--- config.mk ---
export PLATFORM = sky130hd
export DESIGN_NAME = bhp_exp_cell
export DESIGN_NICKNAME = d
export VERILOG_FILES = /design/src/rtl/bhp_pkg.sv /design/src/rtl/bhp_exp_cell.sv
export SDC_FILE = /design/constraint.sdc
export NUM_CORES = 1
export LEC_CHECK = 0
export BUFFER_PORTS_ARGS = -buffer_cell sky130_fd_sc_hd__buf_2
export CAP_MARGIN = 20
export CORE_MARGIN = 2
export CORE_UTILIZATION = 55
export DETAILED_ROUTE_END_ITERATION = 6
export PLACE_DENSITY = 0.79
export SYNTH_ARGS = -nofsm -noshare
export SYNTH_HDL_FRONTEND = slang
export SYNTH_SLANG_ARGS = --single-unit
--- constraint.sdc ---
create_clock -name i_clk -period 9.4 [get_ports i_clk]
set_input_delay 0.94 -clock i_clk [delete_from_list [all_inputs] [get_ports i_clk]]
set_output_delay 0.94 -clock i_clk [all_outputs]
set_load 0.01 [all_outputs]
--- src/rtl/bhp_pkg.sv ---
// Shared types, constants and elaboration-time helpers for the high-pass coefficient generator.
`default_nettype none

package bhp_pkg;

    localparam int COEF_WIDTH_DEF  = 32;
    localparam int OCTAVE_SPAN_DEF = 7;

    localparam int CTRL_W = 16;
    localparam int BASE_W = 18;
    localparam logic [BASE_W-1:0] BASE_RESET = 18'd15218;

    localparam int MANT_W = 32;
    localparam int TAYLOR_TERMS = 8;
    localparam int ALPHA_STEPS = 31;
    localparam int ALPHA_DIV_W = 24;
    localparam int COEF_DIV_W = 36;
    localparam int LANES = 4;

    localparam logic [31:0] PI_Q30   = 32'd3373259426;
    localparam logic [30:0] ONE_Q30  = 31'h4000_0000;
    localparam logic [29:0] HALF_Q30 = 30'h2000_0000;

    typedef struct packed {
        logic [2:0]        octave;
        logic [CTRL_W-1:0] res;
    } t_exp_side;

    typedef struct packed {
        logic [1:0][30:0]  x;
        logic [1:0]        quad;
        logic [CTRL_W-1:0] res;
    } t_ty_side;

    typedef struct packed {
        logic        neg;
        logic [31:0] cs;
    } t_al_side;

    typedef struct packed {
        logic sat;
        logic zero;
        logic neg;
    } t_coef_flag;

    typedef t_coef_flag [LANES-1:0] t_coef_flags;

    function automatic logic [63:0] isqrt64(input logic [63:0] v);
        logic [63:0] rem;
        logic [63:0] res;
        logic [63:0] bit_w;
        rem   = v;
        res   = 64'd0;
        bit_w = 64'd1 << 62;
        for (int i = 0; i < 32; i++) begin
            if (rem >= res + bit_w) begin
                rem = rem - (res + bit_w);
                res = (res >> 1) + bit_w;
            end else begin
                res = res >> 1;
            end
            bit_w = bit_w >> 2;
        end
        return res;
    endfunction

    // Factor 2^(2^-step) in Q1.31, each one the truncated root of the one before.
    function automatic logic [31:0] exp_factor(input int step);
        logic [63:0] r;
        r = 64'd1 << 32;
        for (int k = 1; k <= CTRL_W; k++) begin
            if (k <= step) begin
                r = isqrt64(r << 31);
            end
        end
        return r[31:0];
    endfunction

endpackage

`default_nettype wire

--- src/rtl/bhp_exp_cell.sv ---
// One cell of the exponent chain: multiplies the mantissa by one root-of-two factor when its fraction bit is set.
`default_nettype none

module bhp_exp_cell #(
    parameter int STEP   = 1,
    parameter int SIDE_W = 1
) (
    input  wire logic                        i_clk,
    input  wire logic                        i_rst_n,
    input  wire logic                        i_en,
    input  wire logic                        i_valid,
    input  wire logic [bhp_pkg::CTRL_W-1:0]  i_frac,
    input  wire logic [bhp_pkg::MANT_W-1:0]  i_mant,
    input  wire logic [SIDE_W-1:0]           i_side,
    output logic                             o_valid,
    output logic [bhp_pkg::CTRL_W-1:0]       o_frac,
    output logic [bhp_pkg::MANT_W-1:0]       o_mant,
    output logic [SIDE_W-1:0]                o_side
);

    localparam logic [31:0] FACTOR = bhp_pkg::exp_factor(STEP);
    localparam int BIT_IDX = bhp_pkg::CTRL_W - STEP;

    logic                          r_valid;
    logic [bhp_pkg::CTRL_W-1:0]    r_frac;
    logic [bhp_pkg::MANT_W-1:0]    r_mant;
    logic [SIDE_W-1:0]             r_side;
    logic [63:0]                   prod;
    logic [bhp_pkg::MANT_W-1:0]    n_mant;

    always_comb begin
        prod   = 64'(i_mant) * 64'(FACTOR) + (64'd1 << 30);
        n_mant = i_frac[BIT_IDX] ? prod[62:31] : i_mant;
    end

    always_ff @(posedge i_clk) begin
        if (!i_rst_n) begin
            r_valid <= 1'b0;
        end else if (i_en) begin
            r_valid <= i_valid;
        end
    end

    always_ff @(posedge i_clk) begin
        if (i_en) begin
            r_frac <= i_frac;
            r_mant <= n_mant;
            r_side <= i_side;
        end
    end

    assign o_valid = r_valid;
    assign o_frac  = r_frac;
    assign o_mant  = r_mant;
    assign o_side  = r_side;

endmodule

`default_nettype wire

Word-level counts from Yosys, hierarchy flattened
Index checks and enable logic that the tools add are counted.
{ "word_totals": {"register_bits": 50} }
{ "classes": {"n_addsub": 1, "n_mul": 1, "n_mux": 1} }
{ "op_table": {"columns": ["operator", "n"], "rows": [
  ["adder 63 x 31 -> 63 bit, second input constant", 1],
  ["multiplier 32 x 32 -> 63 bit, second input constant", 1],
  ["2-to-1 mux 32 bit", 1]
]} }

Longest topological paths before layout
Gate-level depths: netlist of run 1.
{ "depth": {"depth_word": 3, "ltp_mapped": 25} }

Worst setup path before layout of run 1
No wires, ideal clock.
{ "synth_timing": {"path_kind": "input to register", "from": "input port i_mant[21] (netlist name)", "to": "register r_mant, in the netlist o_mant[26], data pin", "t_arrival_ns": 7.106, "t_required_ns": 9.140, "slack_ns": 2.035, "cell_stages": 23, "path_cell_list": "ha_1 > fa_1 > inv_1 > fa_1 > inv_1 > fa_1 > inv_1 > fa_1 > inv_1 > fa_1 > fa_1 > inv_1 > fa_1 > inv_1 > ha_1 > and3_1 > and2_1 > nand3_1 > or4_4 > a2111oi_2 > nor3_1 > xnor2_1 > mux2_2"} }
{ "synth_via": {"elab_chain_cells": 3} }
{ "synth_lines": {"columns": ["item", "line", "rtl"], "rows": [
  ["start: declaration", "bhp_exp_cell.sv:13", "input wire logic [bhp_pkg::MANT_W-1:0] i_mant,"],
  ["multiplier 32 x 32 -> 63 bit", "bhp_exp_cell.sv:32", "prod = 64'(i_mant) * 64'(FACTOR) + (64'd1 << 30);"],
  ["adder 63 x 31 -> 63 bit", "bhp_exp_cell.sv:32", null],
  ["2-to-1 mux 32 bit", "bhp_exp_cell.sv:33", "n_mant = i_frac[BIT_IDX] ? prod[62:31] : i_mant;"],
  ["via n_mant (one bit)", "bhp_exp_cell.sv:29", "logic [bhp_pkg::MANT_W-1:0] n_mant;"],
  ["end signal: assignment", "bhp_exp_cell.sv:47", "r_mant <= n_mant;"],
  ["end: declaration", "bhp_exp_cell.sv:26", "logic [bhp_pkg::MANT_W-1:0] r_mant;"]
]} }
The timed path passes the listed nets, and every way through them passes these cells.
A chain may end at the register's enable or synchronous reset.

Final worst setup path of run 1
{ "layout_timing": {"from": "input port i_mant[16] (netlist name)", "to": "register r_mant, in the netlist o_mant[19], data pin"} }
The elaborated chain is that of the path after synthesis.

==> flow_metrics.py, run 1 <==
metrics = {
    "timing": {
        "setup_viol": 0,
        "layout_min_cycle_time_ns": 8.06,
        "hold_ws_ns": 0.526,
        "relSlewSlack_pct": 43.7,
        "fin_crit_sh_pct": 85.8,
        "final_hold_viol_count": 0,
        "rsz0062_at_grt": "false",
        "fmax_mhz": 124,
        "worst_pin_slew_ns": 0.845,
        "drv_slew": 0,
        "final.setup_skew_ns": 0,
        "tns_ns": 0,
    },
    "floorplanning": {
        "start_util_pct": 55.5,
        "dieWidth_um": 190,
        "rows": 68,
        "design.portCount": 103,
        "die_h_um": 190,
        "dieArea_mm2": 0.0361,
        "core_mm2": 0.0343,
    },
    "detailed_routing": {
        "wl_per_cell_um": 21.5,
        "viasPerCell": 5.62,
        "vias": 13300,
        "drt_wl_total_um": 50900,
        "ant_nets": 0,
        "drc": 0,
        "drt_iter0_markers": 1003,
        "dr.pass1.iters": 7,
    },
    "worst_setup_path": {
        "cp-end-kind": "register",
        "crit_path_max_fanout": 11,
        "required_ns": 9.46,
        "cp-startpoint": "i_mant[16]",
        "path_class": "input pin to register",
        "start_kind": "input pin",
        "crit-reg2reg-launch": "o_valid",
        "critPathArrivalTime_ns": 8.12,
    },
    "clocking": {
        "htreeDepth": 2,
        "cts_resized": 0,
        "cts_max_path_buffers": 2,
        "cts_buffers": 5,
        "cts_root_buf": "clkbuf_16",
        "cts_tree": "done",
        "cts.clk_slew.worst_paths_ns": 0.08,
        "cts_setup_buffers": 0,
        "clkSinkCount": 50,
        "hold_buffers": 0,
        "clock_latency_ns": 0.29,
    },
    "grt": {
        "grt_max_degree": 51,
        "overflow": 0,
        "grt_usage_pct": 29.9,
        "grt_pass1_wl_um": 81600,
        "antenna_found_initial": 0,
        "first_global_vias": 15200,
    },
    "synthesis": {
        "yosysTopAreaCellShare_pct": 38.0,
        "yosys.area.top_type": "fa_1",
        "synth_warnings": 0,
        "ys_async_sr_fraction_pct": 0,
        "avgSynthCellArea_um2": 10.5,
        "synth_fp_nets": 2650,
        "ys_seq_area_share_pct": 7.83,
        "syn_inst": 1809,
        "synth_area_mm2": 0.0190,
        "ys.flop_type": "edfxtp_1",
        "synth.distinct_cells": 58,
        "synth_edf_count": 49,
        "yosys_register_bits": 50,
        "synth_area_leaders": "fa_1 (38%), ha_1 (28%), inv_1 (9.9%)",
    },
    "worst_hold_path": {
        "hold_path_class": "register to register",
        "hold_start": "o_valid",
    },
    "cells_and_area": {
        "drive_gt1_share_pct": 7.70,
        "fillers": 2879,
        "fin_util_pct": 59.1,
        "area_growth_pct": 6.37,
        "mostFrequentLayoutCell": "inv_1",
        "diodes": 0,
        "final_cell_mix": "inv_1 (500), ha_1 (427), fa_1 (361), buf_2 (102), a21oi_1 (59)",
        "final_nets": 2749,
    },
    "run_status": {
        "outcome": "complete, no violations",
    },
    "placement": {
        "dp_hpwl_um": 44200,
        "globalplace.congestion": 1.03,
        "port_buffers": 102,
    },
    "flow_run": {
        "max_cap_viol_count": 0,
    },
}
[critical path: stages]
cell       delay (ns)
buf_2            0.35
ha_1             0.41
xor2_1           0.21
ha_1             0.20
a21o_1           0.19
fa_1             0.50
inv_1            0.06
fa_1             0.49
inv_1            0.06
fa_1             0.49
fa_1             0.57
fa_1             0.43
fa_1             0.44
ha_1             0.34
a21oi_1          0.36
o21ai_0          0.16
a31oi_1          0.22
o21ai_1          0.22
a2111oi_4        0.46
a21oi_1          0.19
a311o_1          0.39
xor2_1           0.16
mux2_2           0.27
[sequential cells by signal (all words and copies together), names as in the netlist]
name and flops:
o_side 1, o_mant 32, o_valid 1, o_frac 16
[logic make-up (layout without fill, tap and decap cells)]
group                    count (synthesis)  in the layout  synth area share, %
AND/OR/NAND/NOR                        171            171                 4.53
buffers and inverters                  511            611                 10.1
flip-flops                              50             50                 7.83
adder cells (fa/ha/maj)                788            788                 66.0
AO/OA/AOI/OAI                          199            199                 7.13
multiplexers                            22             22                 1.29
XOR/XNOR                                68             68                 3.13
[final timing paths]
check / to / slack, ns / cells after the start
hold reg to reg: o_valid / 0.53 / 2
setup reg to reg: o_valid / 8.80 / 2
setup / recovery: o_mant[19] / 1.34 / 23
hold / removal: o_valid / 0.53 / 2
[per-layer routing]
metal / share of wire, % / vias to the layer above / global-route usage [%]
li1: - / 5994 / -
met4: 5.1 / 0 / 12.9
met1: 39 / 6673 / 36.5
met3: 6.0 / 145 / 3.47
met5: 0 / - / 0
met2: 50 / 485 / 53.3
[final cells by class]
type                       count  area [µm²]  area share [%]
multi-input combinational   1248       15600            77.2
inverter                     500        1880            9.27
sequential                    50        1490            7.36
tap                          455         569            2.81
timing repair buffer         103         531            2.62
clock buffer                   5         125           0.618
clock inverter                 3        28.8           0.142
[stage by stage]
step	area [µm²]	instances	setup WS, ns
final	20300	2364	1.34
after global routing	20300	2364	1.09
after CTS	20200	2363	1.43
after detailed placement	20100	2355	1.11
after global placement	20100	2355	1.11
after floorplan	19000	1809	2.03
[synthesized netlist by cell type, types with 10 or more instances]
library cell and number:
inv_1 500, ha_1 427, fa_1 361, a21oi_1 59, edfxtp_1 49, a21o_1 48, nand2_1 48, xor2_1 44
nor2_1 26, xnor2_1 24, nand3_1 23, mux2_2 20, o21ai_0 20, and2_1 16, nor3_1 12, clkbuf_1 11
nand4_1 11, o21bai_1 10
Power of run 1 is not shown: default switching activity piles up to over one toggle a cycle in this logic, so the estimate is an artifact.
==> run 2, diff against run 1 <==
--- a/config.mk
+++ b/config.mk
@@ -8,9 +8,9 @@
 export BUFFER_PORTS_ARGS = -buffer_cell sky130_fd_sc_hd__buf_2
 export CAP_MARGIN = 20
 export CORE_MARGIN = 2
-export CORE_UTILIZATION = 55
+export CORE_UTILIZATION = 45
 export DETAILED_ROUTE_END_ITERATION = 6
-export PLACE_DENSITY = 0.79
+export PLACE_DENSITY = 0.68
 export SYNTH_ARGS = -nofsm -noshare
 export SYNTH_HDL_FRONTEND = slang
 export SYNTH_SLANG_ARGS = --single-unit
==> run 2 against run 1 <==
Compared with the run above: final cell count rose by 3.6%; die area grew 22%; global-route usage is 4.9 points lower; sequential share of layout area barely moved; clock skew unchanged; register-to-register slack about the same; critical path depth unchanged; setup slack better by 0.0081 ns; via count down 1.7%; non-clock buffer count up 1; wire length is 2.0% higher; critical endpoint is now o_mant[8]; largest cell class unchanged.
==> flow_metrics.py, run 2 (synthesis results as in run 1) <==
metrics = {
    "detailed_routing": {
        "dr.pass1.iters": 5,
        "viasPerCell": 5.34,
        "wl_per_cell_um": 21.2,
        "drt_wl_total_um": 51900,
        "drc": 0,
        "ant_nets": 0,
        "drt_iter0_markers": 759,
        "vias": 13100,
    },
    "worst_setup_path": {
        "cp-end-kind": "register",
        "path_class": "input pin to register",
        "required_ns": 9.46,
        "crit-reg2reg-launch": "o_valid",
        "crit_path_max_fanout": 11,
        "reg2reg_slack_ns": 8.80,
        "reg2reg_depth": 2,
        "critPathArrivalTime_ns": 8.12,
        "r2r_end": "o_valid",
        "start_kind": "input pin",
    },
    "cells_and_area": {
        "drive_gt1_share_pct": 7.75,
        "diodes": 0,
        "fin_util_pct": 48.6,
        "area_growth_pct": 6.89,
        "mostFrequentLayoutCell": "inv_1",
        "final_nets": 2750,
        "final_cell_mix": "inv_1 (500), ha_1 (427), fa_1 (361), buf_2 (102), a21oi_1 (59)",
        "largest_reg_flops": 32,
    },
    "run_status": {
        "outcome": "complete, no violations",
    },
    "floorplanning": {
        "start_util_pct": 45.5,
        "die_h_um": 210,
        "dieArea_mm2": 0.0440,
        "core_mm2": 0.0419,
        "design.portCount": 103,
        "dieWidth_um": 210,
        "rows": 75,
    },
    "clocking": {
        "clock_latency_ns": 0.31,
        "cts_buffers": 5,
        "clkSinkCount": 50,
        "cts_root_buf": "clkbuf_16",
        "cts_tree": "done",
        "cts_resized": 0,
        "cts_max_path_buffers": 2,
        "cts.clk_slew.worst_paths_ns": 0.08,
        "htreeDepth": 2,
        "hold_buffers": 0,
        "cts_setup_buffers": 0,
    },
    "timing": {
        "final.setup_skew_ns": 0,
        "worst_pin_slew_ns": 0.697,
        "drv_slew": 0,
        "tns_ns": 0,
        "relSlewSlack_pct": 53.6,
        "final_hold_viol_count": 0,
        "setup_viol": 0,
        "rsz0062_at_grt": "false",
        "hold_ws_ns": 0.525,
        "layout_min_cycle_time_ns": 8.06,
        "fmax_mhz": 124,
        "fin_crit_sh_pct": 85.7,
    },
    "worst_hold_path": {
        "hold_path_depth": 2,
        "hold_end": "o_valid",
        "hold_start": "o_valid",
        "hold_path_class": "register to register",
    },
    "placement": {
        "port_buffers": 102,
        "globalplace.congestion": 0.954,
        "dp_hpwl_um": 45600,
    },
    "grt": {
        "overflow": 0,
        "grt_usage_pct": 24.9,
        "antenna_found_initial": 1,
        "grt_pass1_wl_um": 82600,
        "first_global_vias": 14800,
        "grt_max_degree": 51,
    },
    "flow_run": {
        "max_cap_viol_count": 0,
    },
}
[run 2: final cells by class]
cell class,instances,area (µm²)
Inverter,500,1880
Timing Repair Buffer,104,526
Sequential cell,50,1490
Multi-Input combinational cell,1248,15600
Fill cell,3878,21500
Tap cell,539,674
Clock inverter,3,28.8
Clock buffer,5,125
[run 2: metrics by stage]
stage / setup slack (ns) / instance area (µm²) / std cells
after global routing: 1.04 / 20400 / 2449
after CTS: 1.41 / 20400 / 2449
after global placement: 1.15 / 20200 / 2441
final: 1.34 / 20400 / 2449
after detailed placement: 1.10 / 20200 / 2441
after floorplan: 2.03 / 19000 / 1809
[run 2: worst max path at each step]
| stage | startpoint | endpoint | slack (ns) | depth (start not counted) |
|---|---|---|---|---|
| after CTS | i_mant[14] | o_mant[30] | 1.41 | 23 |
| after global placement | i_mant[14] | o_mant[30] | 1.15 | 23 |
| after floorplan | i_mant[21] | o_mant[26] | 2.03 | 23 |
| after detailed placement | i_mant[14] | o_mant[30] | 1.10 | 23 |
| final | i_mant[14] | o_mant[8] | 1.34 | 23 |
| after global routing | i_mant[14] | o_mant[30] | 1.04 | 23 |
[run 2: worst max-delay path: stages]
cell      delay [ns]
buf_2           0.37
inv_1           0.19
ha_1            0.32
inv_1           0.14
fa_1            0.45
fa_1            0.49
inv_1           0.05
fa_1            0.47
inv_1           0.05
fa_1            0.51
fa_1            0.57
fa_1            0.44
fa_1            0.45
ha_1            0.40
nand3_1         0.14
nor2_1          0.15
nand4_1         0.18
a221oi_1        0.52
nor2_1          0.15
o21ai_0         0.44
a31oi_1         0.20
xnor2_1         0.18
mux2_2          0.29
[run 2: per-layer routing]
layer	vias up	global-route usage (%)	part of all wire, %
met5	-	0	0.025
met4	2	8.41	3.9
met3	99	4.07	6.7
met2	432	44.5	50
met1	6539	30.6	39
li1	6000	-	-
Power of run 2 is left out for the same reason.
