--- src/rtl/bhp_div_cell.sv ---
// One restoring-division step, one quotient bit per lane.
`default_nettype none

module bhp_div_cell #(
    parameter int LANES  = 1,
    parameter int W      = 24,
    parameter int QW     = 31,
    parameter int SIDE_W = 1
) (
    input  wire logic                       i_clk,
    input  wire logic                       i_rst_n,
    input  wire logic                       i_en,
    input  wire logic                       i_valid,
    input  wire logic [LANES-1:0][W-1:0]    i_rem,
    input  wire logic [LANES-1:0][W-1:0]    i_div,
    input  wire logic [LANES-1:0][QW-1:0]   i_nq,
    input  wire logic [SIDE_W-1:0]          i_side,
    output logic                            o_valid,
    output logic [LANES-1:0][W-1:0]         o_rem,
    output logic [LANES-1:0][W-1:0]         o_div,
    output logic [LANES-1:0][QW-1:0]        o_nq,
    output logic [SIDE_W-1:0]               o_side
);

    logic                        r_valid;
    logic [LANES-1:0][W-1:0]     r_rem, r_div;
    logic [LANES-1:0][QW-1:0]    r_nq;
    logic [SIDE_W-1:0]           r_side;

    logic [LANES-1:0][W:0]       sh_val;
    logic [LANES-1:0][W:0]       diff;
    logic [LANES-1:0]            ge;
    logic [LANES-1:0][W-1:0]     n_rem;
    logic [LANES-1:0][QW-1:0]    n_nq;

    // The dividend leaves the top of nq one bit a step while quotient bits enter below.
    always_comb begin
        for (int l = 0; l < LANES; l++) begin
            sh_val[l] = {i_rem[l], i_nq[l][QW-1]};
            diff[l]   = sh_val[l] - {1'b0, i_div[l]};
            ge[l]     = sh_val[l] >= {1'b0, i_div[l]};
            n_rem[l]  = ge[l] ? diff[l][W-1:0] : sh_val[l][W-1:0];
            n_nq[l]   = {i_nq[l][QW-2:0], ge[l]};
        end
    end

    always_ff @(posedge i_clk) begin
        if (!i_rst_n) begin
            r_valid <= 1'b0;
        end else if (i_en) begin
            r_valid <= i_valid;
        end
    end

    always_ff @(posedge i_clk) begin
        if (i_en) begin
            r_rem  <= n_rem;
            r_div  <= i_div;
            r_nq   <= n_nq;
            r_side <= i_side;
        end
    end

    assign o_valid = r_valid;
    assign o_rem   = r_rem;
    assign o_div   = r_div;
    assign o_nq    = r_nq;
    assign o_side  = r_side;

endmodule

`default_nettype wire

--- config.mk ---
export PLATFORM = sky130hd
export DESIGN_NAME = bhp_div_cell
export DESIGN_NICKNAME = d
export VERILOG_FILES = /design/src/rtl/bhp_div_cell.sv
export SDC_FILE = /design/constraint.sdc
export NUM_CORES = 1
export LEC_CHECK = 0
export BUFFER_PORTS_ARGS = -buffer_cell sky130_fd_sc_hd__buf_2
export CAP_MARGIN = 20
export CORE_ASPECT_RATIO = 0.6
export CORE_MARGIN = 3
export CORE_UTILIZATION = 50
export DETAILED_ROUTE_END_ITERATION = 12
export PLACE_DENSITY = 0.81
export SYNTH_ARGS = -nofsm -noshare
export SYNTH_HDL_FRONTEND = slang
export SYNTH_SLANG_ARGS = --single-unit
--- constraint.sdc ---
create_clock -name i_clk -period 3.1 [get_ports i_clk]
set_input_delay 0.465 -clock i_clk [delete_from_list [all_inputs] [get_ports i_clk]]
set_output_delay 0.465 -clock i_clk [all_outputs]
set_load 0.005 [all_outputs]
# After elaboration in Yosys (flattened, before gate mapping)
# Cells that the tools add are included.
dict set report word_totals {
  regBits 81
  mem_bits_ro 0
  mem_bits_rw 0
  inputBits 84
  latchBits 0
  memories 0
}
dict set report classes {
  muxes 1
  n_bitwise 0
  eq_ne 0
  n_mul 0
  addsub 1
  shifts 0
  magnitude_cmp 1
  div 0
  reduce_logical 0
}
# op n
set ops {}
lappend ops {{$ge A25 B24 Y1} 1}
lappend ops {{$mux W24} 1}
lappend ops {{$sub A24 B24 Y24} 1}

# Depth between registers and ports, before layout
# Gate-level depths: netlist of run 1.
dict set report logic_depth {
  depth_word 2
  mapped_depth 11
  depth_no_buf 9
}

# Least setup slack after synthesis of run 1
# Ideal clock, no wire load.
dict set report synth_timing {
  path_type {input -> register}
  start {input i_div[20] (netlist bit)}
  end {register r_rem (netlist bit o_rem[12]), data pin}
  setup_time_ns 0.260
  t_arrival_ns 2.376
  cell_stages 11
  setup_slack_ns 0.463
  required_time_ns 2.840
  cell_sequence {inv_1 ha_1 buf_2 nand4_1 or2_1 o221a_2 o21ai_4 nor2_8 inv_6 buf_8 mux2_4}
}
# item line_no
set synth_lines {}
lappend synth_lines {{from (decl)} 15} ;# input wire logic [LANES-1:0][W-1:0] i_div,
lappend synth_lines {{to (signal assigned)} 57} ;# r_rem <= n_rem;
lappend synth_lines {{to (decl)} 26} ;# logic [LANES-1:0][W-1:0] r_rem, r_div;

==> metrics.cfg, run 1 <==
[power_and_ir_drop]
power.density_nw_per_um2 = 545
pwr-share-comb = 0.207
swShare = 0.266
max-vdd-ir-drop_v = 0.000372
seqPwrFrac = 0.444
p_int_w = 0.00226
pwr-share-clk = 0.350
leakage_nw = 2.50
net-switching-power_w = 0.000819

[cells_and_area]
design.final.nets = 647
antenna-diode-count = 0
post_route_cells_drive_above_1_share = 0.401
syn_to_final_growth_pct = 30.2
fin_cells = 651

[place]
dpl.cell_count = 635
pre_cts_slack_ps = 150
detailed_place_hpwl_um = 9350
place.gp.congestion = 0.891
buffer_ports.inserted = 164

[global_routing]
global_route.usage.met2 = 0.350
busiest_grt_layer = met2
globalRouteMet3Util = 0.0884
grt_antenna_before_repair = 0
grt_pass1_vias = 3552
grt_max_degree = 38
grt_first_pass_wirelength_um = 18300
grt.overflow.total = 0
grt_util_met1 = 0.345
global_route.usage.total = 0.239

[logic_synthesis]
synth_enable_flop_cells = 80
post_synth_inst_count = 358
yosys_most_used_dff = sky130_fd_sc_hd__edfxtp_1
synth.area.top_cells = sky130_fd_sc_hd__edfxtp_1 (55%), sky130_fd_sc_hd__ha_1 (6.9%), sky130_fd_sc_hd__a21oi_1 (3.3%), sky130_fd_sc_hd__inv_1 (2.9%), sky130_fd_sc_hd__mux2_2 (2.1%)
synth_top_area_frac = 0.554
ys_top_cells_by_count = sky130_fd_sc_hd__edfxtp_1 (80), sky130_fd_sc_hd__inv_1 (33), sky130_fd_sc_hd__a21oi_1 (29)
ys.warnings.count = 0
syn-num-nets = 467
post_synth.cell_area_avg_um2 = 12.1
yosys_register_bits = 81
post_synth_instance_area_um2 = 4340
post-synth-top-area-cell = sky130_fd_sc_hd__edfxtp_1
synthMostInstantiatedCell = sky130_fd_sc_hd__edfxtp_1
yosysSeqAreaShare = 0.559
async_reset_ff_frac = 0
synth.lib_cells_used.distinct = 57

[clocking]
numCtsBuffers = 9
tritoncts = built
root_buffer = sky130_fd_sc_hd__clkbuf_16
clk_path_buf_depth = 2
cts_repair_resize_count = 0
clk_latency_ps = 330
clk_transition_reported_paths_ps = 60
cts_max_level = 3
cts_hold_repair.buffers = 0
cts_setup_buffers = 0
numClockSinks = 81

[timing]
unrepaired_setup_endpoints_after_global_routing = false
fmaxAchievable_mhz = 384
final.hold.worst_slack_ps = 302
worst-slew-pin-transition_ps = 577
setup_total_negative_slack_ps = 0
finClkSkew_ps = 0
final-hold-violation-count = 0
postLayoutSetupSlackWorst_ps = 492
finalSetupViolations = 0
timing_max_transition_violations_final = 0
timing.max_slew.rel_slack = 0.612
period_share = 0.841
finalCriticalPeriod_ps = 2610

[setup_path]
timing.setup.critical_path_class = in2reg
startpoint_type = primary input
critPathMaxFanout = 18
critPathArrivalTime_ps = 2690
r2r_setup_slack_ps = 2500
critical_path_required_ps = 3190
cp-end-kind = flip-flop

[hold_path]
worstHoldPathType = in2reg

[route]
drt_pre_antenna_iters = 5
routed_wire_length_per_instance_um = 18.2
post-route-drc-count = 0
routed-via-count = 3654
wirelength_um = 11900
detailedRoute.firstIterationViolations = 294
ant_nets = 0
drt-vias-per-instance = 5.61

[die]
io-pin-count = 165
die_y_um = 78.1
design.die.area_um2 = 9860
floorplan.initialDensity = 0.533
row_count = 25
coreArea_um2 = 8130
die_w_um = 126

[run_status]
outcome = complete, no violations

[flow_run]
drv.max_cap_violation_count = 0

[routing by layer]
| metal | vias up | wire length (µm) | share of wire |
|---|---|---|---|
| li1 | 1723 | - | - |
| met1 | 1724 | 5370 | 0.45 |
| met2 | 194 | 5030 | 0.42 |
| met3 | 13 | 1350 | 0.11 |
| met4 | 0 | 97 | 0.0082 |
| met5 | - | 0 | 0 |
[final timing paths]
path                            depth (start not counted)                  from                   end
worst max-delay path                                   10             i_div[17]    o_rem[6]$_DFFE_PP_
worst min-delay path                                    1              i_nq[15]    o_nq[16]$_DFFE_PP_
worst max register to register                          2  o_valid$_SDFFE_PN0P_  o_valid$_SDFFE_PN0P_
worst min register to register                          2  o_valid$_SDFFE_PN0P_  o_valid$_SDFFE_PN0P_
[power groups by stage]
stage	combinational (W)	sequential, W	clock (W)
6_report	0.000636	0.00137	0.00108
3_5_place_dp	0.000629	0.00139	0
4_1_cts	0.000633	0.00137	0.00110
5_1_grt	0.000696	0.00138	0.00115
2_1_floorplan	0.000319	0.00141	0
3_3_place_gp	0.000618	0.00138	0
[final cells by class]
| class | instances | area [µm²] |
|---|---|---|
| clock buffers | 9 | 225 |
| clock inverters | 7 | 78.8 |
| fillers | 610 | 2490 |
| inverters | 34 | 133 |
| multi-input cells | 234 | 1720 |
| flip-flops and latches | 81 | 2420 |
| well taps | 108 | 135 |
| repair buffers | 178 | 928 |
[registers in the layout, indices dropped and copies added, names as in the netlist]
name     flops
o_div       24
o_valid      1
o_side       1
o_nq        31
o_rem       24
[stage by stage]
step,util,total power [W],instance area [µm²]
floorplan,-,0.00172,4340
global placement,0.657,0.00200,5340
detailed placement,0.657,0.00202,5340
CTS,0.694,0.00310,5650
global route,0.694,0.00322,5650
finish,0.694,0.00308,5650
[critical path: stages]
cell and delay, ps:
sky130_fd_sc_hd__buf_2 90, sky130_fd_sc_hd__inv_1 40, sky130_fd_sc_hd__ha_1 450, sky130_fd_sc_hd__nand4_1 190
sky130_fd_sc_hd__or2_1 280, sky130_fd_sc_hd__o221a_2 290, sky130_fd_sc_hd__o21ai_4 270, sky130_fd_sc_hd__nor2_8 80
sky130_fd_sc_hd__inv_6 170, sky130_fd_sc_hd__mux2_2 360
[cells by family (layout without fill, tap and decap cells)]
family / Yosys count / count (layout) / share of synthesized area
AND/OR/NAND/NOR: 94 / 94 / 0.118
flip-flops: 81 / 81 / 0.559
multiplexers: 12 / 12 / 0.0335
buffers and inverters: 43 / 228 / 0.0439
adder cells (fa/ha/maj): 25 / 25 / 0.0739
XOR/XNOR: 10 / 10 / 0.0202
AO/OA/AOI/OAI: 93 / 93 / 0.152
[placed cells by master, fill, tap and decap left out, drive strengths merged, types with 3 or more instances in the layout]
cell type,n
ha,24
o21ai,13
or3,4
and2,4
nand3,15
clkbuf,9
nor3,14
o2111ai,3
a211oi,3
inv,36
o31a,3
and4,3
o21a,9
nor2b,4
edfxtp,80
nor3b,3
xor2,3
o31ai,7
xnor2,7
o211ai,3
a21boi,5
nor2,15
mux2,11
a21oi,29
nand4,4
nand2,16
and3,8
buf,178
Power figures use the tool's default switching activity.
==> inputs of run 2 (changes only) <==
--- a/config.mk
+++ b/config.mk
@@ -9,9 +9,9 @@
 export CAP_MARGIN = 20
 export CORE_ASPECT_RATIO = 0.6
 export CORE_MARGIN = 3
-export CORE_UTILIZATION = 50
+export CORE_UTILIZATION = 45
 export DETAILED_ROUTE_END_ITERATION = 12
-export PLACE_DENSITY = 0.81
+export PLACE_DENSITY = 0.77
 export SYNTH_ARGS = -nofsm -noshare
 export SYNTH_HDL_FRONTEND = slang
 export SYNTH_SLANG_ARGS = --single-unit
==> constraint.sdc (replaced) <==
create_clock -name i_clk -period 2.39 [get_ports i_clk]
set_input_delay 0.3585 -clock i_clk [delete_from_list [all_inputs] [get_ports i_clk]]
set_output_delay 0.3585 -clock i_clk [all_outputs]
set_load 0.005 [all_outputs]
==> metrics.cfg, run 2 (synthesized netlist as in run 1, its figures left out) <==
[setup_path]
critical_path_buf_inv_count = 2  ; -1
startpoint_type = primary input
worstRegToRegCells = 2  ; unchanged
r2r_setup_slack_ps = 1800  ; -700 ps
cpMaxStageDelayCell = sky130_fd_sc_hd__fa_1
cp-end-kind = flip-flop
critical_path_required_ps = 2490  ; -700 ps
critPathArrivalTime_ps = 2420  ; -270 ps
timing.setup.critical_path_class = in2reg
timing.critical_path.slowest_cell_delay_ps = 420  ; -30 ps
worst_r2r_endpoint = o_valid$_SDFFE_PN0P_
critPathMaxFanout = 4  ; -14
worst_path_dominant_cell_family = adder cells
ff_to_ff_start = o_valid$_SDFFE_PN0P_
critical_path.cell_chain = buf_2 -> ha_1 -> fa_1 -> nor2b_2 -> o2111ai_2 -> buf_4 -> a211oi_1 -> nor4b_1 -> xnor2_1 -> mux2_4

[timing]
setup_total_negative_slack_ps = 0  ; unchanged
finalCriticalPeriod_ps = 2320
final-hold-violation-count = 0  ; unchanged
finalSetupViolations = 0  ; unchanged
timing.max_slew.rel_slack = 0.548  ; -0.0638
timing_max_transition_violations_final = 0  ; unchanged
period_share = 0.972
unrepaired_setup_endpoints_after_global_routing = false
fmaxAchievable_mhz = 430
worst-slew-pin-transition_ps = 670  ; +93.6 ps
finClkSkew_ps = 0  ; unchanged

[global_routing]
grt_antenna_before_repair = 0  ; unchanged
grt_first_pass_wirelength_um = 19800  ; +8.0%
grt_pass1_vias = 3721  ; +4.8%
global_route.usage.total = 0.238  ; -0.00102
grt_max_degree = 36  ; -5.3%
grt.overflow.total = 0  ; unchanged

[power_and_ir_drop]
leakage_nw = 2.84  ; +14%
max-vdd-ir-drop_v = 0.000336  ; -9.8%
power.density_nw_per_um2 = 645  ; +18%

[hold_path]
hold_path_depth = 1  ; unchanged
hp-start = i_nq[8]
worstHoldPathType = in2reg
timing.hold.worst_endpoint = o_nq[9]$_DFFE_PP_

[route]
routed_wire_length_per_instance_um = 17.5  ; -3.7%
routed-via-count = 3905  ; +6.9%
ant_nets = 0  ; unchanged
post-route-drc-count = 0  ; unchanged
drt-vias-per-instance = 5.26  ; -6.4%
detailedRoute.firstIterationViolations = 352  ; +20%
drt_pre_antenna_iters = 5  ; unchanged
wirelength_um = 13000  ; +10%

[cells_and_area]
layout.cell_area.non_filler_um2 = 6370  ; +13%
postLayoutCoreUtil = 0.685  ; -0.00906
design.final.nets = 717  ; +11%
final_cell_mix = sky130_fd_sc_hd__buf_2 (163), sky130_fd_sc_hd__buf_4 (84), sky130_fd_sc_hd__edfxtp_1 (80)
largest_register_ff_count = 31  ; unchanged
antenna-diode-count = 0  ; unchanged
post_route_cells_drive_above_1_share = 0.502  ; +0.101
syn_to_final_growth_pct = 46.8
layout_commonest_cell = sky130_fd_sc_hd__buf_2

[clocking]
numCtsBuffers = 9  ; unchanged
clk_latency_ps = 340  ; about the same
clk_transition_reported_paths_ps = 70  ; about the same
numClockSinks = 81  ; unchanged
tritoncts = built
root_buffer = sky130_fd_sc_hd__clkbuf_16
clk_path_buf_depth = 2  ; unchanged
cts_max_level = 3  ; unchanged
cts_hold_repair.buffers = 0  ; unchanged

[die]
coreArea_um2 = 9290  ; +14%
row_count = 27  ; +8.0%
floorplan.initialDensity = 0.467  ; -0.0664
design.die.area_um2 = 10900  ; +10%
die_w_um = 133  ; +5.2%
die_y_um = 82.0  ; +5.0%
io-pin-count = 165  ; unchanged

[place]
buffer_ports.inserted = 164  ; unchanged
post_dp_cell_area_um2 = 6070  ; +14%
detailed_place_hpwl_um = 10500  ; +12%
place.gp.congestion = 0.887  ; -0.42%

[flow_run]
drv.max_cap_violation_count = 0  ; unchanged

[run_status]
outcome = complete, no violations

run 2: metal layers:
metal  track usage  wire length [µm]  vias up
met2         0.353              5490      206
met4        0.0446                74        0
met3        0.0722              1300        9
li1              -                 -     1863
met1         0.346              6180     1827
met5             0                 0        -
run 2: worst max path at each step:
stage,startpoint,end,cells after the start
after floorplan,i_div[18],o_rem[12]$_DFFE_PP_,11
after global placement,i_nq[30],o_rem[12]$_DFFE_PP_,11
after detailed placement,i_div[0],o_rem[12]$_DFFE_PP_,10
after CTS,i_div[0],o_rem[16]$_DFFE_PP_,10
after global routing,i_nq[30],o_rem[16]$_DFFE_PP_,11
final,i_div[0],o_rem[16]$_DFFE_PP_,10
run 2: where the power goes:
group | internal (W) | switching [W] | total, W | leakage (nW)
Sequential | 0.00174 | 0.0000387 | 0.00177 | 0.791
Clock | 0.000715 | 0.000601 | 0.00132 | 0.136
Combinational | 0.000514 | 0.000502 | 0.00102 | 1.92
Total | 0.00296 | 0.00114 | 0.00411 | 2.84
run 2: stage by stage:
stage / setup slack [ps] / hold slack [ps] / cells / total power (W)
final: 66.2 / 188 / 743 / 0.00411
after detailed placement: -376 / 522 / 727 / 0.00280
after floorplan: -52.3 / 457 / 358 / 0.00228
after CTS: 1.84 / 182 / 743 / 0.00412
after global routing: 17.1 / 180 / 743 / 0.00429
after global placement: -354 / 494 / 727 / 0.00278
run 2: final cells by class:
cell class / instances / area [µm²]
inverters: 34 / 150
clock inverters: 7 / 53.8
repair buffers: 248 / 1470
fillers: 707 / 2920
multi-input cells: 234 / 1890
clock buffers: 9 / 225
flip-flops and latches: 81 / 2420
well taps: 130 / 163
run 2: what timing repair did:
action | 4_1_cts | 5_1_grt
pin swaps | 0 | 0
setup endpoints to repair | 1 | 6
gates resized for setup | 1 | 3
buffers inserted | 0 | 0
==> inputs of run 3 (changes only) <==
--- a/config.mk
+++ b/config.mk
@@ -9,9 +9,9 @@
 export CAP_MARGIN = 20
 export CORE_ASPECT_RATIO = 0.6
 export CORE_MARGIN = 3
-export CORE_UTILIZATION = 45
+export CORE_UTILIZATION = 50
 export DETAILED_ROUTE_END_ITERATION = 12
-export PLACE_DENSITY = 0.77
+export PLACE_DENSITY = 0.81
 export SYNTH_ARGS = -nofsm -noshare
 export SYNTH_HDL_FRONTEND = slang
 export SYNTH_SLANG_ARGS = --single-unit
==> constraint.sdc (replaced) <==
create_clock -name i_clk -period 2.3 [get_ports i_clk]
set_input_delay 0.345 -clock i_clk [delete_from_list [all_inputs] [get_ports i_clk]]
set_output_delay 0.345 -clock i_clk [all_outputs]
set_load 0.005 [all_outputs]
==> metrics.cfg, run 3 (synthesized netlist as in run 1, its figures left out) <==
[setup_path]
critPathMaxFanout = 13  ; +9
critical_path.cell_chain = buf_2 -> inv_12 -> ha_4 -> nand4_1 -> or2_1 -> nor2_1 -> o311a_4 -> nor2_8 -> inv_6 -> mux2_2
timing.critical_path.slowest_cell_delay_ps = 360  ; -60 ps
critPathArrivalTime_ps = 2330  ; -90 ps
critical_path_required_ps = 2390  ; -100 ps
worstRegToRegCells = 2  ; unchanged
cp-end-kind = flip-flop
startpoint_type = primary input
cpMaxStageDelayCell = sky130_fd_sc_hd__mux2_2
timing.setup.critical_path_class = in2reg

[die]
coreArea_um2 = 8130  ; -12%
design.die.area_um2 = 9860  ; -9.4%
die_w_um = 126  ; -4.9%
row_count = 25  ; -7.4%
io-pin-count = 165  ; unchanged
floorplan.initialDensity = 0.533  ; +0.0664
die_y_um = 78.1  ; -4.8%

[clocking]
numClockSinks = 81  ; unchanged
clk_transition_reported_paths_ps = 60  ; about the same
root_buffer = sky130_fd_sc_hd__clkbuf_16
tritoncts = built
clk_latency_ps = 340  ; about the same
numCtsBuffers = 9  ; unchanged
cts_hold_repair.buffers = 0  ; unchanged
clk_path_buf_depth = 2  ; unchanged
cts_max_level = 3  ; unchanged
cts_setup_buffers = 0  ; unchanged

[power_and_ir_drop]
swShare = 0.270  ; -0.00834
seqPwrFrac = 0.415  ; -0.017
finalPower_w = 0.00444  ; +8.2%
max-vdd-ir-drop_v = 0.000511  ; +52%
power.density_nw_per_um2 = 681  ; +5.6%
leakage_nw = 2.92  ; +2.7%
pwr-share-clk = 0.331  ; +0.011
p_int_w = 0.00324  ; +9.5%
pwr-share-comb = 0.253  ; +0.005
net-switching-power_w = 0.00120  ; +5.0%

[route]
routed_wire_length_per_instance_um = 19.0  ; +8.2%
wirelength_um = 13900  ; +6.9%
routed-via-count = 4022  ; +3.0%
post-route-drc-count = 0  ; unchanged
drt-vias-per-instance = 5.48  ; +4.3%
drt_pre_antenna_iters = 5  ; unchanged
ant_nets = 0  ; unchanged
detailedRoute.firstIterationViolations = 319  ; -9.4%

[cells_and_area]
final_cell_mix = sky130_fd_sc_hd__buf_2 (163), sky130_fd_sc_hd__buf_4 (95), sky130_fd_sc_hd__edfxtp_1 (80)
layout.cell_area.non_filler_um2 = 6520  ; +2.5%
fin_cells = 734  ; -1.2%
design.final.nets = 730  ; +1.8%
largest_register_ff_count = 31  ; unchanged
syn_to_final_growth_pct = 50.4
final.fill_count = 499  ; -29%
layout_commonest_cell = sky130_fd_sc_hd__buf_2
post_route_cells_drive_above_1_share = 0.526  ; +0.0231
antenna-diode-count = 0  ; unchanged

[place]
dpl.cell_count = 718  ; -1.2%
detailed_place_hpwl_um = 10700  ; +1.4%
post_dp_cell_area_um2 = 6170  ; +1.7%
buffer_ports.inserted = 164  ; unchanged
place.gp.congestion = 0.941  ; +6.1%

[timing]
timing_max_transition_violations_final = 0  ; unchanged
period_share = 0.973
fmaxAchievable_mhz = 447
finClkSkew_ps = 0  ; unchanged
finalSetupViolations = 0  ; unchanged
timing.max_slew.rel_slack = 0.555  ; +0.00677
worst-slew-pin-transition_ps = 660  ; -10.1 ps
finalCriticalPeriod_ps = 2240
final-hold-violation-count = 0  ; unchanged

[global_routing]
grt.overflow.total = 0  ; unchanged
grt_pass1_vias = 4113  ; +11%
grt_max_degree = 35  ; -2.8%
grt_antenna_before_repair = 0  ; unchanged
grt_first_pass_wirelength_um = 21600  ; +9.1%
global_route.usage.total = 0.283  ; +0.0455

[hold_path]
worstHoldPathType = in2reg
hold_path_depth = 1  ; unchanged

[flow_run]
drv.max_cap_violation_count = 0  ; unchanged

[run_status]
outcome = complete, no violations

## run 3: path summary, 6_finish.rpt
check / slack [ps] / to / startpoint
hold reg to reg: 520 / o_valid$_SDFFE_PN0P_ / o_valid$_SDFFE_PN0P_
setup reg to reg: 1710 / o_valid$_SDFFE_PN0P_ / o_valid$_SDFFE_PN0P_
setup / recovery: 60 / o_rem[6]$_DFFE_PP_ / i_div[18]
hold / removal: 180 / o_nq[13]$_DFFE_PP_ / i_nq[12]
## run 3: layout make-up
| type | count | area, µm² | share of cell area |
|---|---|---|---|
| flip-flops and latches | 81 | 2420 | 0.371 |
| multi-input cells | 234 | 1920 | 0.295 |
| clock inverters | 6 | 65.1 | 0.00998 |
| clock buffers | 10 | 239 | 0.0366 |
| repair buffers | 261 | 1590 | 0.244 |
| well taps | 108 | 135 | 0.0207 |
| inverters | 34 | 150 | 0.0230 |
## run 3: per-stage QoR
stage                     worst slack [ps]  setup TNS [ps]  utilization  hold slack, ps
final                                 62.0               0        0.802             176
after global routing                 -5.51           -11.6        0.802             165
after CTS                             7.93               0        0.797             168
after detailed placement              -307           -5400        0.759             509
after global placement                -271           -5310        0.759             496
after floorplan                       -129            -714            -             444
## run 3: critical path: cells and delay by family
kind	cells	cell delay, ps
simple gates	4	710
fa+ha+maj	1	280
mux	1	360
buf+inv	3	370
compound gates	1	270
## run 3: timing repair
action	CTS	global route
resized for setup	1	10
gates cloned	0	0
endpoints found under the setup margin	1	17
pin swaps	0	2
## run 3: power groups by stage
stage	Clock, W	Combinational, W	Sequential, W
finish	0.00147	0.00113	0.00185
global route	0.00155	0.00121	0.00186
CTS	0.00149	0.00110	0.00185
detailed placement	0	0.00108	0.00187
global placement	0	0.00105	0.00187
floorplan	0	0.000480	0.00189
## run 3: layer usage
metal  track usage  wire [µm]  part of all wire
met5             0          0                 0
met3         0.106       1480              0.11
met4        0.0621        176             0.013
met2         0.429       6130              0.44
met1         0.392       6150              0.44
